## config.mk

```make
export PLATFORM = sky130hd
export DESIGN_NAME = url_path_jail_normalizer_core
export DESIGN_NICKNAME = d
export VERILOG_FILES = /design/src/design/upjn_pkg.sv /design/src/design/upjn_front.sv /design/src/design/upjn_queue.sv /design/src/design/upjn_back.sv /design/src/design/url_path_jail_normalizer_core.sv
export SDC_FILE = /design/constraint.sdc
export NUM_CORES = 1
export LEC_CHECK = 0
export BUFFER_PORTS_ARGS = -buffer_cell sky130_fd_sc_hd__buf_2
export CAP_MARGIN = 20
export CORE_MARGIN = 4
export CORE_UTILIZATION = 51
export DETAILED_ROUTE_END_ITERATION = 8
export GPL_TIMING_DRIVEN = 0
export PLACE_DENSITY = 0.72
export SYNTH_ARGS = -nofsm -noshare
export SYNTH_HDL_FRONTEND = slang
export SYNTH_SLANG_ARGS = --single-unit
export TNS_END_PERCENT = 100
```

## constraint.sdc

```tcl
create_clock -name i_clk -period 21.8 [get_ports i_clk]
set_clock_uncertainty 0.1 [all_clocks]
set_input_delay 3.27 -clock i_clk [delete_from_list [all_inputs] [get_ports i_clk]]
set_output_delay 3.27 -clock i_clk [all_outputs]
set_load 0.1 [all_outputs]
```

## src/design/upjn_pkg.sv

```systemverilog
// Shared types and constants for the URL path normaliser.
// No dependencies; imported by every module of the block.
`default_nettype none

package upjn_pkg;

    localparam int PATH_LIMIT = 4096;
    localparam int DL_W = $clog2(PATH_LIMIT);
    localparam logic [DL_W:0] PATH_LIMIT_V = (DL_W + 1)'(PATH_LIMIT);

    localparam int QUEUE_DEPTH = 4;
    localparam int QPTR_W = $clog2(QUEUE_DEPTH);
    localparam int QCNT_W = $clog2(QUEUE_DEPTH + 1);

    localparam int ROOT_W = 12;
    localparam int SPACE_W = 13;
    localparam int CFG_DATA_W = 13;
    localparam int CFG_IDX_W = 2;

    localparam logic [CFG_IDX_W-1:0] CFG_ROOT_LENGTH = 2'd0;
    localparam logic [CFG_IDX_W-1:0] CFG_OUTPUT_SPACE = 2'd1;
    localparam logic [SPACE_W-1:0] OUTPUT_SPACE_RST = 13'd4096;

    localparam logic [7:0] CH_PERCENT = 8'h25;
    localparam logic [7:0] CH_SLASH = 8'h2F;
    localparam logic [7:0] CH_DOT = 8'h2E;
    localparam logic [7:0] CH_CTRL_LIMIT = 8'h20;
    localparam logic [7:0] CH_NUL = 8'h00;

    typedef enum logic [1:0] {
        ST_OK       = 2'd0,
        ST_INVALID  = 2'd1,
        ST_TOO_LONG = 2'd2
    } t_status;

    typedef struct packed {
        logic [3:0][7:0] bytes;
        logic [2:0]      byte_cnt;
        logic            last;
        t_status         status;
        logic            is_dir;
    } t_job;

endpackage

`default_nettype wire

```

## src/design/upjn_front.sv

```systemverilog
// Front end: configuration registers, percent decoding and segment classification.
// A job (bytes, end-of-path status) per item that emits or ends a path. Uses upjn_pkg.
`default_nettype none

module upjn_front
    import upjn_pkg::*;
(
    input  wire logic                  i_clk,
    input  wire logic                  i_rst_n,
    input  wire logic                  i_cfg_valid,
    input  wire logic [CFG_IDX_W-1:0]  i_cfg_index,
    input  wire logic [CFG_DATA_W-1:0] i_cfg_data,
    input  wire logic                  i_take,
    input  wire logic [7:0]            i_char_code,
    input  wire logic                  i_carries_char,
    input  wire logic                  i_end_of_path,
    output logic                       o_push,
    output t_job                       o_job
);

    typedef enum logic [2:0] {
        ESC_NONE = 3'b001,
        ESC_HIGH = 3'b010,
        ESC_LOW  = 3'b100
    } t_esc_phase;

    typedef enum logic [1:0] {
        SF_NONE     = 2'd0,
        SF_INVALID  = 2'd1,
        SF_TOO_LONG = 2'd2,
        SF_OVERFLOW = 2'd3
    } t_seg_fault;

    typedef struct packed {
        logic [3:0][7:0] bytes;
        logic [2:0]      cnt;
        t_seg_fault      sf;
    } t_seg_end;

    function automatic logic [4:0] hex_val(logic [7:0] c);
        logic [4:0] r;
        r = '0;
        if (c >= 8'h30 && c <= 8'h39) r = {1'b1, 4'(c - 8'h30)};
        else if (c >= 8'h61 && c <= 8'h66) r = {1'b1, 4'(c - 8'h57)};
        else if (c >= 8'h41 && c <= 8'h46) r = {1'b1, 4'(c - 8'h37)};
        return r;
    endfunction

    function automatic t_seg_end end_seg(t_seg_fault sf, logic [1:0] len,
                                         logic [7:0] h0, logic [7:0] h1);
        t_seg_end r;
        r.bytes = '0;
        r.cnt = 3'd0;
        r.sf = sf;
        if (sf == SF_OVERFLOW) begin
            r.sf = SF_TOO_LONG;
        end else if (sf == SF_NONE) begin
            if (len == 2'd1) begin
                if (h0 != CH_DOT) begin
                    r.bytes[0] = CH_SLASH;
                    r.bytes[1] = h0;
                    r.cnt = 3'd2;
                end
            end else if (len == 2'd2) begin
                if (h0 == CH_DOT && h1 == CH_DOT) begin
                    r.sf = SF_INVALID;
                end else begin
                    r.bytes[0] = CH_SLASH;
                    r.bytes[1] = h0;
                    r.bytes[2] = h1;
                    r.cnt = 3'd3;
                end
            end
        end
        return r;
    endfunction

    logic [ROOT_W-1:0]  r_root;
    logic [SPACE_W-1:0] r_space;
    t_esc_phase         r_phase, n_phase;
    logic [3:0]         r_hi, n_hi;
    logic [7:0]         r_held0, n_held0;
    logic [7:0]         r_held1, n_held1;
    logic [1:0]         r_seglen, n_seglen;
    logic [SPACE_W-1:0] r_emitted, n_emitted;
    logic [DL_W-1:0]    r_declen, n_declen;
    logic               r_lws, n_lws;
    t_status            r_df, n_df;
    t_seg_fault         r_sf, n_sf;

    logic [4:0]      hex;
    logic            dec_ok;
    logic [7:0]      dec_byte;
    logic [DL_W:0]   declen_inc;
    logic [3:0][7:0] byte_list;
    logic [2:0]      byte_cnt;
    logic            byte_normal;
    t_seg_fault      sf_b;
    t_seg_end        es_slash;
    t_seg_end        es_fin;
    logic            last_go;
    t_status         df_fin;
    logic            fin_end;
    logic [3:0][7:0] list;
    logic [2:0]      cnt;
    t_seg_fault      sf_pre;
    logic [13:0]     base;
    logic [2:0]      fit_k;
    logic            ovf;
    t_status         status;

    assign hex = hex_val(i_char_code);
    assign declen_inc = {1'b0, r_declen} + 1'b1;
    assign base = {2'b00, r_root} + {1'b0, r_emitted};
    assign es_slash = end_seg(r_sf, r_seglen, r_held0, r_held1);
    assign es_fin = end_seg(sf_b, n_seglen, n_held0, n_held1);

    always_comb begin
        n_phase = r_phase;
        n_hi = r_hi;
        n_held0 = r_held0;
        n_held1 = r_held1;
        n_seglen = r_seglen;
        n_declen = r_declen;
        n_lws = r_lws;
        n_df = r_df;
        sf_b = r_sf;
        dec_ok = 1'b0;
        dec_byte = CH_NUL;
        byte_list = '0;
        byte_cnt = 3'd0;
        byte_normal = 1'b0;

        if (i_take && i_carries_char && r_df == ST_OK) begin
            unique case (r_phase)
                ESC_NONE: begin
                    if (i_char_code == CH_PERCENT) begin
                        n_phase = ESC_HIGH;
                    end else if (i_char_code == CH_NUL) begin
                        n_df = ST_INVALID;
                    end else begin
                        dec_ok = 1'b1;
                        dec_byte = i_char_code;
                    end
                end
                ESC_HIGH: begin
                    if (hex[4]) begin
                        n_hi = hex[3:0];
                        n_phase = ESC_LOW;
                    end else begin
                        n_df = ST_INVALID;
                    end
                end
                ESC_LOW: begin
                    if (hex[4]) begin
                        n_phase = ESC_NONE;
                        if ({r_hi, hex[3:0]} == CH_NUL) begin
                            n_df = ST_INVALID;
                        end else begin
                            dec_ok = 1'b1;
                            dec_byte = {r_hi, hex[3:0]};
                        end
                    end else begin
                        n_df = ST_INVALID;
                    end
                end
                default: n_df = ST_INVALID;
            endcase
        end

        if (dec_ok) begin
            if (declen_inc >= PATH_LIMIT_V) begin
                n_df = ST_TOO_LONG;
            end else begin
                n_declen = declen_inc[DL_W-1:0];
                n_lws = (dec_byte == CH_SLASH);
                if (r_sf == SF_NONE || r_sf == SF_OVERFLOW) begin
                    if (dec_byte == CH_SLASH) begin
                        byte_list = es_slash.bytes;
                        byte_cnt = es_slash.cnt;
                        sf_b = es_slash.sf;
                        n_seglen = 2'd0;
                        n_held0 = CH_NUL;
                        n_held1 = CH_NUL;
                    end else if (dec_byte < CH_CTRL_LIMIT) begin
                        sf_b = SF_INVALID;
                    end else begin
                        if (r_sf == SF_NONE) begin
                            unique case (r_seglen)
                                2'd0: n_held0 = dec_byte;
                                2'd1: n_held1 = dec_byte;
                                2'd2: begin
                                    byte_list[0] = CH_SLASH;
                                    byte_list[1] = r_held0;
                                    byte_list[2] = r_held1;
                                    byte_list[3] = dec_byte;
                                    byte_cnt = 3'd4;
                                    byte_normal = 1'b1;
                                end
                                default: begin
                                    byte_list[0] = dec_byte;
                                    byte_cnt = 3'd1;
                                    byte_normal = 1'b1;
                                end
                            endcase
                        end
                        if (r_seglen != 2'd3) n_seglen = r_seglen + 2'd1;
                    end
                end
            end
        end
    end

    // end of path: open escape, closing segment, shared fit check
    always_comb begin
        last_go = i_take && i_end_of_path;
        df_fin = n_df;
        if (n_df == ST_OK && n_phase != ESC_NONE) df_fin = ST_INVALID;
        fin_end = last_go && df_fin == ST_OK;

        if (byte_cnt != 3'd0) begin
            list = byte_list;
            cnt = byte_cnt;
        end else if (fin_end) begin
            list = es_fin.bytes;
            cnt = es_fin.cnt;
        end else begin
            list = '0;
            cnt = 3'd0;
        end
        sf_pre = fin_end ? es_fin.sf : sf_b;

        fit_k = 3'd0;
        for (int i = 1; i <= 4; i++) begin
            if (3'(i) <= cnt && (base + 14'(i)) < {1'b0, r_space}) fit_k = fit_k + 3'd1;
        end
        ovf = fit_k < cnt;

        n_sf = sf_pre;
        if (ovf) n_sf = (byte_normal && !fin_end) ? SF_OVERFLOW : SF_TOO_LONG;
        n_emitted = r_emitted + SPACE_W'(fit_k);

        if (df_fin != ST_OK) status = df_fin;
        else if ({1'b0, r_root} >= r_space) status = ST_TOO_LONG;
        else if (n_sf == SF_NONE) status = ST_OK;
        else if (n_sf == SF_INVALID) status = ST_INVALID;
        else status = ST_TOO_LONG;
    end

    assign o_push = i_take && (fit_k != 3'd0 || i_end_of_path);
    assign o_job.bytes = list;
    assign o_job.byte_cnt = fit_k;
    assign o_job.last = i_end_of_path;
    assign o_job.status = status;
    assign o_job.is_dir = (status == ST_OK) && (n_lws || n_emitted == '0);

    always_ff @(posedge i_clk) begin
        if (!i_rst_n) begin
            r_root <= '0;
            r_space <= OUTPUT_SPACE_RST;
        end else if (i_cfg_valid) begin
            if (i_cfg_index == CFG_ROOT_LENGTH) r_root <= i_cfg_data[ROOT_W-1:0];
            else if (i_cfg_index == CFG_OUTPUT_SPACE) r_space <= i_cfg_data[SPACE_W-1:0];
        end
    end

    always_ff @(posedge i_clk) begin
        if (!i_rst_n || last_go) begin
            r_phase <= ESC_NONE;
            r_hi <= '0;
            r_held0 <= '0;
            r_held1 <= '0;
            r_seglen <= '0;
            r_emitted <= '0;
            r_declen <= '0;
            r_lws <= 1'b0;
            r_df <= ST_OK;
            r_sf <= SF_NONE;
        end else if (i_take) begin
            r_phase <= n_phase;
            r_hi <= n_hi;
            r_held0 <= n_held0;
            r_held1 <= n_held1;
            r_seglen <= n_seglen;
            r_emitted <= n_emitted;
            r_declen <= n_declen;
            r_lws <= n_lws;
            r_df <= n_df;
            r_sf <= n_sf;
        end
    end

endmodule

`default_nettype wire

```

## src/design/upjn_queue.sv

```systemverilog
// Short job queue between the front end and the result sequencer.
// Register-based circular buffer of t_job entries. Uses upjn_pkg.
`default_nettype none

module upjn_queue
    import upjn_pkg::*;
(
    input  wire logic i_clk,
    input  wire logic i_rst_n,
    input  wire logic i_push,
    input  t_job      i_push_job,
    input  wire logic i_pop,
    output logic      o_full,
    output logic      o_empty,
    output t_job      o_head
);

    t_job              r_mem [QUEUE_DEPTH];
    logic [QPTR_W-1:0] r_wr_ptr;
    logic [QPTR_W-1:0] r_rd_ptr;
    logic [QCNT_W-1:0] r_count;

    assign o_full = (r_count == QCNT_W'(QUEUE_DEPTH));
    assign o_empty = (r_count == '0);
    assign o_head = r_mem[r_rd_ptr];

    always_ff @(posedge i_clk) begin
        if (i_push) r_mem[r_wr_ptr] <= i_push_job;
    end

    always_ff @(posedge i_clk) begin
        if (!i_rst_n) begin
            r_wr_ptr <= '0;
            r_rd_ptr <= '0;
            r_count <= '0;
        end else begin
            if (i_push) r_wr_ptr <= r_wr_ptr + 1'b1;
            if (i_pop) r_rd_ptr <= r_rd_ptr + 1'b1;
            if (i_push && !i_pop) r_count <= r_count + 1'b1;
            else if (!i_push && i_pop) r_count <= r_count - 1'b1;
        end
    end

endmodule

`default_nettype wire

```

## src/design/upjn_back.sv

```systemverilog
// Result sequencer: walks the head job into the output register, one result per cycle
// while i_ready allows. Depends on upjn_pkg and the head of upjn_queue.
`default_nettype none

module upjn_back
    import upjn_pkg::*;
(
    input  wire logic i_clk,
    input  wire logic i_rst_n,
    input  wire logic i_empty,
    input  t_job      i_head,
    output logic      o_pop,
    input  wire logic i_ready,
    output logic      o_valid,
    output logic [7:0] o_out_byte,
    output logic      o_byte_valid,
    output logic      o_run_last,
    output logic [1:0] o_status,
    output logic      o_is_directory
);

    logic [1:0] r_idx;
    logic       r_valid;
    logic [7:0] r_byte;
    logic       r_bv;
    logic       r_last;
    t_status    r_status;
    logic       r_isdir;

    logic       load;
    logic [2:0] res_cnt;
    logic       is_end;
    logic       has_byte;

    assign load = !i_empty && (!r_valid || i_ready);
    assign res_cnt = (i_head.byte_cnt == 3'd0) ? 3'd1 : i_head.byte_cnt;
    assign is_end = ({1'b0, r_idx} == res_cnt - 3'd1);
    assign has_byte = {1'b0, r_idx} < i_head.byte_cnt;
    assign o_pop = load && is_end;

    always_ff @(posedge i_clk) begin
        if (!i_rst_n) begin
            r_valid <= 1'b0;
            r_idx <= '0;
        end else begin
            if (load) begin
                r_valid <= 1'b1;
                r_idx <= is_end ? 2'd0 : r_idx + 2'd1;
            end else if (i_ready) begin
                r_valid <= 1'b0;
            end
        end
    end

    always_ff @(posedge i_clk) begin
        if (load) begin
            r_byte <= has_byte ? i_head.bytes[r_idx] : CH_NUL;
            r_bv <= has_byte;
            r_last <= i_head.last && is_end;
            r_status <= (i_head.last && is_end) ? i_head.status : ST_OK;
            r_isdir <= i_head.last && is_end && i_head.is_dir;
        end
    end

    assign o_valid = r_valid;
    assign o_out_byte = r_byte;
    assign o_byte_valid = r_bv;
    assign o_run_last = r_last;
    assign o_status = r_status;
    assign o_is_directory = r_isdir;

endmodule

`default_nettype wire

```

## src/design/url_path_jail_normalizer_core.sv

```systemverilog
// Top level of the URL path normaliser: front end, job queue, result sequencer.
// Depends on upjn_pkg, upjn_front, upjn_queue and upjn_back.
//
//  channel   valid         ready         payload
//  -------   -----------   -----------   -------------------------------------------
//  input     i_valid       o_ready       i_char_code, i_carries_char, i_end_of_path
//  result    o_valid       i_ready       o_out_byte, o_byte_valid, o_run_last,
//                                        o_status, o_is_directory
//  config    i_cfg_valid   o_cfg_ready   i_cfg_index, i_cfg_data
//
// One item per cycle enters the front end while o_ready is high; each becomes a job
// of 1 to 4 results or none. Results leave one per cycle while i_ready is high.
// o_ready falls only while the four-entry job queue is full.
// Reset is synchronous: root length 0, output space 4096, all path state cleared.
`default_nettype none

module url_path_jail_normalizer_core
    import upjn_pkg::*;
(
    input  wire logic                  i_clk,
    input  wire logic                  i_rst_n,
    input  wire logic                  i_valid,
    output logic                       o_ready,
    input  wire logic [7:0]            i_char_code,
    input  wire logic                  i_carries_char,
    input  wire logic                  i_end_of_path,
    output logic                       o_valid,
    input  wire logic                  i_ready,
    output logic [7:0]                 o_out_byte,
    output logic                       o_byte_valid,
    output logic                       o_run_last,
    output logic [1:0]                 o_status,
    output logic                       o_is_directory,
    input  wire logic                  i_cfg_valid,
    output logic                       o_cfg_ready,
    input  wire logic [CFG_IDX_W-1:0]  i_cfg_index,
    input  wire logic [CFG_DATA_W-1:0] i_cfg_data
);

    logic take;
    logic push;
    logic pop;
    logic full;
    logic empty;
    t_job push_job;
    t_job head;

    assign o_ready = !full;
    assign o_cfg_ready = 1'b1;
    assign take = i_valid && !full;

    upjn_front u_front (
        .i_clk          (i_clk),
        .i_rst_n        (i_rst_n),
        .i_cfg_valid    (i_cfg_valid),
        .i_cfg_index    (i_cfg_index),
        .i_cfg_data     (i_cfg_data),
        .i_take         (take),
        .i_char_code    (i_char_code),
        .i_carries_char (i_carries_char),
        .i_end_of_path  (i_end_of_path),
        .o_push         (push),
        .o_job          (push_job)
    );

    upjn_queue u_queue (
        .i_clk      (i_clk),
        .i_rst_n    (i_rst_n),
        .i_push     (push),
        .i_push_job (push_job),
        .i_pop      (pop),
        .o_full     (full),
        .o_empty    (empty),
        .o_head     (head)
    );

    upjn_back u_back (
        .i_clk          (i_clk),
        .i_rst_n        (i_rst_n),
        .i_empty        (empty),
        .i_head         (head),
        .o_pop          (pop),
        .i_ready        (i_ready),
        .o_valid        (o_valid),
        .o_out_byte     (o_out_byte),
        .o_byte_valid   (o_byte_valid),
        .o_run_last     (o_run_last),
        .o_status       (o_status),
        .o_is_directory (o_is_directory)
    );

endmodule

`default_nettype wire

```

==> results.json, run 1 <==
{
  "status": "finished, final reports clean",
  "numCtsBuffers": 28,
  "seqPwrFrac": 0.397,
  "p_sw_uw": 494,
  "grt_pass1_wl_um": 62600,
  "ys_ff_latch": 261,
  "drc": 0,
  "num_vias": 11700,
  "cp-end-kind": "flip-flop",
  "max-slew-margin-rel": 0.313,
  "power.internal_mw": 1.00,
  "r2r_cells": 30,
  "detail_route.first_pass.iterations": 5,
  "synthArstFlopShare": 0,
  "drv_slew": 0,
  "antennaDiodeCount": 0,
  "cts-root-buf": "clkbuf_16",
  "tns_ns": 0,
  "yosysWarnings": 0,
  "hold_class": "reg2reg",
  "place_hpwl_um": 29600,
  "power-per-cell-area_nw_per_um2": 86.9,
  "synth_seq_area_share": 0.448,
  "hold-path-endpoint": "u_front.r_space[7]",
  "finalHoldViolations": 0,
  "vdd.ir_drop.worst_v": 0.0000596,
  "antenna_found_initial": 1,
  "syn_inst": 1440,
  "post_cts_resized": 0,
  "switching_share": 0.330,
  "setup_slack_ns": 10.54,
  "crit_required_ns": 22.07,
  "track_usage": 0.234,
  "rows": 63,
  "worstPathArrival_ns": 11.53,
  "cts_hold_buf": 0,
  "syn_area_per_cell_um2": 10.7,
  "synth_top_cell_area_share": 0.329,
  "ys.flop_type": "edfxtp_1",
  "die_y_um": 182,
  "hold_start": "u_front.r_space[7]",
  "comb_power_share": 0.276,
  "post-route-period-util": 0.517,
  "r2r_start": "u_front.r_phase[1]",
  "place_ws_ns": 10.03,
  "viasPerCell": 6.04,
  "synth_edf_count": 169,
  "path_clk_slew_ns": 0.06,
  "grt_max_degree": 24,
  "place_inst": 1878,
  "synth.distinct_cells": 103,
  "finalSetupViolCount": 0,
  "cts_tree": "yes",
  "io_pins": 46,
  "synth_fp_nets": 1573,
  "worstSetupPathType": "in2reg",
  "yosys-top-cells-area": "edfxtp_1 33%, dfxtp_1 12%, ha_1 8.1%, mux4_2 6.7%, nor2_1 3.0%",
  "rrSetupSlack_ns": 12.95,
  "die_w_um": 182,
  "cts.htree.levels": 1,
  "startpoint_type": "input port",
  "cpPeakStageDelay_ns": 0.61,
  "rr_endpoint": "u_queue.r_mem[0][0]",
  "rsz0062_at_grt": "no",
  "clock.fmax_mhz": 88.8,
  "whs_path_depth": 2,
  "synth_area_um2": 15400,
  "cts_setup_buffers": 0,
  "drive_above_1_share": 0.127,
  "worst_pin_slew_ns": 1.03,
  "area_delta_synth_final_pct": 11.5,
  "gp_congestion": 0.955,
  "crit_fanout": 10,
  "design.die.area_um2": 33100,
  "place.port_buffers": 43,
  "clkPwrFrac": 0.327,
  "grt_pass1_vias": 11100,
  "wl_per_cell_um": 20.5,
  "core-area_um2": 29700,
  "ant_nets": 0,
  "p_leak_nw": 6.09,
  "routed_wl_um": 39600,
  "nNetsFinal": 1653,
  "drv_cap": 0,
  "final_cells": 1932,
  "drtIter0Drc": 1046,
  "synth_largest_area_cell": "edfxtp_1",
  "fin_util": 0.579,
  "whs_ns": 0.366,
  "finalCriticalPeriod_ns": 11.26,
  "clockBufferDepth": 3,
  "clock_sinks": 261,
  "cp_slowest_cell": "xnor2_1",
  "start_util": 0.519,
  "worstSkewPairLatency_ns": 0.56,
  "grt-ovfl-total": 0,
  "cp_common_cell": "ha_1"
}
-- synth_stat cells (5+ instances only) --
cell type  number
mux4_2         46
nand2_1       113
inv_1          44
nand4_1        20
dfxtp_1        92
or3_1          12
and2_1         21
nor4_1          9
nor3b_1         9
a31oi_1        10
xnor2_1        48
nor2_1        125
and3_1         15
buf_2           6
clkbuf_1       42
xor2_1         43
nand3_1        39
a21boi_0       19
nor3_1         44
a22o_1          7
o21a_1         15
nand2b_1       17
buf_1           7
or4_1           5
o21ai_0        58
mux2i_1        19
nor2b_1        37
a21o_1         33
a211oi_1        8
o211ai_1       14
a21oi_1        74
or2_2          10
ha_1          100
edfxtp_1      169
-- placed cells by master, fill, tap and decap left out, types with 19 or more instances in the layout --
| cell | Yosys | final |
|---|---|---|
| a21o_1 | 33 | 33 |
| clkbuf_16 | 0 | 28 |
| ha_1 | 100 | 100 |
| nor3_1 | 44 | 44 |
| a21oi_1 | 74 | 73 |
| nor2b_1 | 37 | 37 |
| mux4_2 | 46 | 46 |
| nand3_1 | 39 | 39 |
| clkbuf_1 | 42 | 50 |
| xor2_1 | 43 | 43 |
| o21ai_0 | 58 | 58 |
| nor2_1 | 125 | 125 |
| xnor2_1 | 48 | 48 |
| edfxtp_1 | 169 | 169 |
| dfxtp_1 | 92 | 92 |
| nand4_1 | 20 | 20 |
| inv_1 | 44 | 44 |
| a21boi_0 | 19 | 19 |
| nand2_1 | 113 | 113 |
| mux2i_1 | 19 | 19 |
| buf_2 | 6 | 51 |
-- state kept, by name, indices dropped and copies added (netlist names), 4 cells and up, named ones only --
register and flops:
u_front.r_root 12, u_front.r_declen 12, u_front.r_held1 8, u_queue.r_mem 156, u_front.r_emitted 13, u_front.r_hi 4, u_back.o_out_byte 8, u_front.r_space 13
u_front.r_held0 8
-- worst max path at each step --
stage / start / end / slack [ns]
6_report: i_char_code[1] / u_queue.r_mem[0][0] / 10.54
5_1_grt: i_char_code[1] / u_queue.r_mem[0][0] / 10.04
4_1_cts: i_char_code[1] / u_queue.r_mem[0][0] / 10.53
3_5_place_dp: i_char_code[1] / u_queue.r_mem[1][0] / 10.03
3_3_place_gp: i_char_code[1] / u_queue.r_mem[0][0] / 10.13
2_1_floorplan: i_char_code[1] / u_queue.r_mem[0][0] / 11.55
-- cell type report --
class                   instances  area (um2)
multi-input cells            1077        8120
well taps                     390         488
clock buffers                  38         758
fillers                      2489       12500
clock inverters                14         204
repair buffers                 50         318
flip-flops and latches        261        6920
inverters                      44         165
plain buffers                  58         240
-- power by group through the flow --
stage	sequential (mW)	combinational [mW]	clock (mW)
finish	0.594	0.413	0.490
global route	0.597	0.443	0.519
CTS	0.594	0.414	0.498
detailed placement	0.604	0.411	0
global placement	0.602	0.400	0
floorplan	0.697	0.219	0
-- per-layer routing --
| metal | share of wire | global-route usage | up-vias |
|---|---|---|---|
| met5 | 0 | 0 | - |
| li1 | - | - | 5530 |
| met3 | 0.057 | 0.0248 | 69 |
| met4 | 0.025 | 0.0582 | 0 |
| met2 | 0.46 | 0.379 | 427 |
| met1 | 0.46 | 0.340 | 5647 |
-- stage by stage --
step           total power, mW  cell area, um2
6_report                  1.50           17200
4_1_cts                   1.51           17200
5_1_grt                   1.56           17200
2_1_floorplan            0.916           15400
3_5_place_dp              1.02           16200
3_3_place_gp              1.00           16100
-- cell families (layout without fill, tap and decap cells) --
kind of cell / after synthesis / count (layout) / synth area share
AO/OA/AOI/OAI: 310 / 310 / 0.141
XOR/XNOR: 91 / 91 / 0.0516
adder cells (fa/ha/maj): 103 / 103 / 0.0850
buffers and inverters: 102 / 204 / 0.0263
flip-flops: 261 / 261 / 0.448
multiplexers: 68 / 68 / 0.0816
other: 1 / 1 / 0.000243
AND/OR/NAND/NOR: 504 / 504 / 0.167
-- critical path: cells and delay by family --
kind,cells,cell delay (ns)
adder cells (fa/ha/maj),4,1.13
AND/OR/NAND/NOR,14,3.55
XOR/XNOR,2,0.80
AO/OA/AOI/OAI,7,1.60
buffers and inverters,4,0.80
multiplexers,1,0.34
Note: power is estimated with default switching activity, not from simulation.
==> run 2, diff against run 1 <==
--- a/config.mk
+++ b/config.mk
@@ -11,7 +11,7 @@
 export CORE_UTILIZATION = 51
 export DETAILED_ROUTE_END_ITERATION = 8
 export GPL_TIMING_DRIVEN = 0
-export PLACE_DENSITY = 0.72
+export PLACE_DENSITY = 0.75
 export SYNTH_ARGS = -nofsm -noshare
 export SYNTH_HDL_FRONTEND = slang
 export SYNTH_SLANG_ARGS = --single-unit
==> constraint.sdc (replaced) <==
create_clock -name i_clk -period 10.1 [get_ports i_clk]
set_clock_uncertainty 0.1 [all_clocks]
set_input_delay 1.515 -clock i_clk [delete_from_list [all_inputs] [get_ports i_clk]]
set_output_delay 1.515 -clock i_clk [all_outputs]
set_load 0.1 [all_outputs]
==> run 2 against run 1 <==
Effect of this change:
- sequential share of layout area up 0.17 points
- clock power increased by 100%
- first-iteration DRC count increased by 13%
- die area unchanged
==> results.json, run 2 (synthesized netlist as in run 1, its figures left out) <==
{
  "drtIter0Drc": 1182,
  "cp-end-kind": "flip-flop",
  "place_inst": 1878,
  "layout_common_cells": "169 x edfxtp_1, 125 x nor2_1, 113 x nand2_1",
  "clock_sinks": 261,
  "io_pins": 46,
  "p_leak_nw": 6.05,
  "die_y_um": 182,
  "clock.fmax_mhz": 104,
  "clockBufferDepth": 3,
  "whs_ns": 0.363,
  "cp_slowest_cell": "xnor2_1",
  "ant_nets": 0,
  "crit_required_ns": 10.37,
  "hold_start": "u_front.r_space[11]",
  "critical_path.startpoint": "i_char_code[1]",
  "worstSetupPathType": "in2reg",
  "seqPwrFrac": 0.405,
  "cts_setup_buffers": 0,
  "antenna_found_initial": 1,
  "tns_ns": 0,
  "die_w_um": 182,
  "place.port_buffers": 43,
  "drive_above_1_share": 0.127,
  "finalHoldViolations": 0,
  "final.fill_count": 2470,
  "drv_cap": 0,
  "dpl-instance-area_um2": 16200,
  "max_flop_register": "u_queue.r_mem",
  "core-area_um2": 29700,
  "rows": 63,
  "design.die.area_um2": 33100,
  "p_sw_mw": 1.07,
  "whs_path_depth": 2,
  "place_hpwl_um": 29200,
  "design_area_um2": 17100,
  "numCtsBuffers": 28,
  "final_common_cell": "edfxtp_1",
  "detail_route.first_pass.iterations": 5,
  "rsz0062_at_grt": "no",
  "finalSetupViolCount": 0,
  "wl_per_cell_um": 20.3,
  "cts_tree": "yes",
  "post-route-period-util": 0.954,
  "r2r_cells": 30,
  "fin_util": 0.577,
  "clkPwrFrac": 0.315,
  "post_cts_resized": 0,
  "worst_pin_slew_ns": 1.12,
  "grt-ovfl-total": 0,
  "cpPeakStageDelay_ns": 0.57,
  "startpoint_type": "input port",
  "max-slew-margin-rel": 0.250,
  "power-per-cell-area_nw_per_um2": 185,
  "drv_slew": 0,
  "worstSkewPairLatency_ns": 0.56,
  "start_util": 0.519,
  "gp_congestion": 0.987,
  "hold_class": "reg2reg",
  "num_vias": 11700,
  "routed_wl_um": 39200,
  "grt_pass1_wl_um": 62300,
  "cp_common_cell": "ha_1",
  "comb_power_share": 0.280,
  "r2r_start": "u_front.r_phase[1]",
  "area_delta_synth_final_pct": 11.1,
  "cts.htree.levels": 1,
  "nNetsFinal": 1652,
  "crit_fanout": 10,
  "drc": 0,
  "largest_reg_flops": 156,
  "status": "finished, final reports clean",
  "reg.largest.list": "u_queue.r_mem: 156 flops, u_front.r_emitted: 13 flops, u_front.r_space: 13 flops",
  "cts_hold_buf": 0,
  "finalCriticalPeriod_ns": 9.64,
  "final_cells": 1931,
  "grt_pass1_vias": 11400,
  "viasPerCell": 6.04,
  "path_clk_slew_ns": 0.06,
  "power.internal_mw": 2.10,
  "grt_max_degree": 36,
  "track_usage": 0.233,
  "antennaDiodeCount": 0,
  "worstPathArrival_ns": 9.91,
  "vdd.ir_drop.worst_v": 0.000129,
  "cts-root-buf": "clkbuf_16",
  "switching_share": 0.338
}
-- run 2: cell count changes in the layout (fill, tap and decap cells not counted), sizes merged --
cell / change
clkbuf: -7
buf: -1
inv: +1
bufinv: -2
clkinvlp: +2
clkinv: +6
-- run 2: layout make-up --
type | instances | area (um2) | area share
Multi-Input combinational cell | 1077 | 8120 | 0.474
Sequential cell | 261 | 6920 | 0.404
Clock buffer | 31 | 712 | 0.0415
Tap cell | 390 | 488 | 0.0285
Timing Repair Buffer | 49 | 305 | 0.0178
Buffer | 58 | 240 | 0.0140
Clock inverter | 21 | 191 | 0.0112
Inverter | 44 | 165 | 0.00964
-- run 2: path summary, 6_finish.rpt --
kind | endpoint | slack, ns
hold reg to reg | u_front.r_space[11] | 0.36
hold / removal | u_front.r_space[11] | 0.36
setup / recovery | u_queue.r_mem[2][0] | 0.46
setup reg to reg | u_queue.r_mem[2][0] | 1.13
-- run 2: power groups by stage --
stage          sequential, mW  combinational, mW  clock (mW)
2_1_floorplan            1.51              0.472           0
3_3_place_gp             1.30              0.860           0
3_5_place_dp             1.31              0.886           0
4_1_cts                  1.28              0.892        1.01
5_1_grt                  1.29              0.953        1.06
6_report                 1.28              0.888       0.996
-- run 2: routing by layer --
metal / global-route usage / wire [um]
met1: 0.321 / 17100
met2: 0.379 / 18100
met3: 0.0431 / 2890
met4: 0.0639 / 1120
met5: 0 / 7
-- run 2: critical path: cells and delay by family --
family / cells / cell delay [ns]
xor gates and xnor gates: 2 / 0.76
buffers and inverters: 4 / 0.80
adders and majority gates: 4 / 1.16
muxes: 1 / 0.34
and+or+nand+nor: 14 / 3.66
AOI/OAI and AO/OA: 7 / 1.69
-- run 2: metrics by stage --
step,worst slack (ns),total power [mW]
floorplan,1.61,1.98
global route,0.00457,3.31
global placement,0.252,2.16
finish,0.462,3.17
CTS,0.468,3.19
detailed placement,-0.0535,2.19
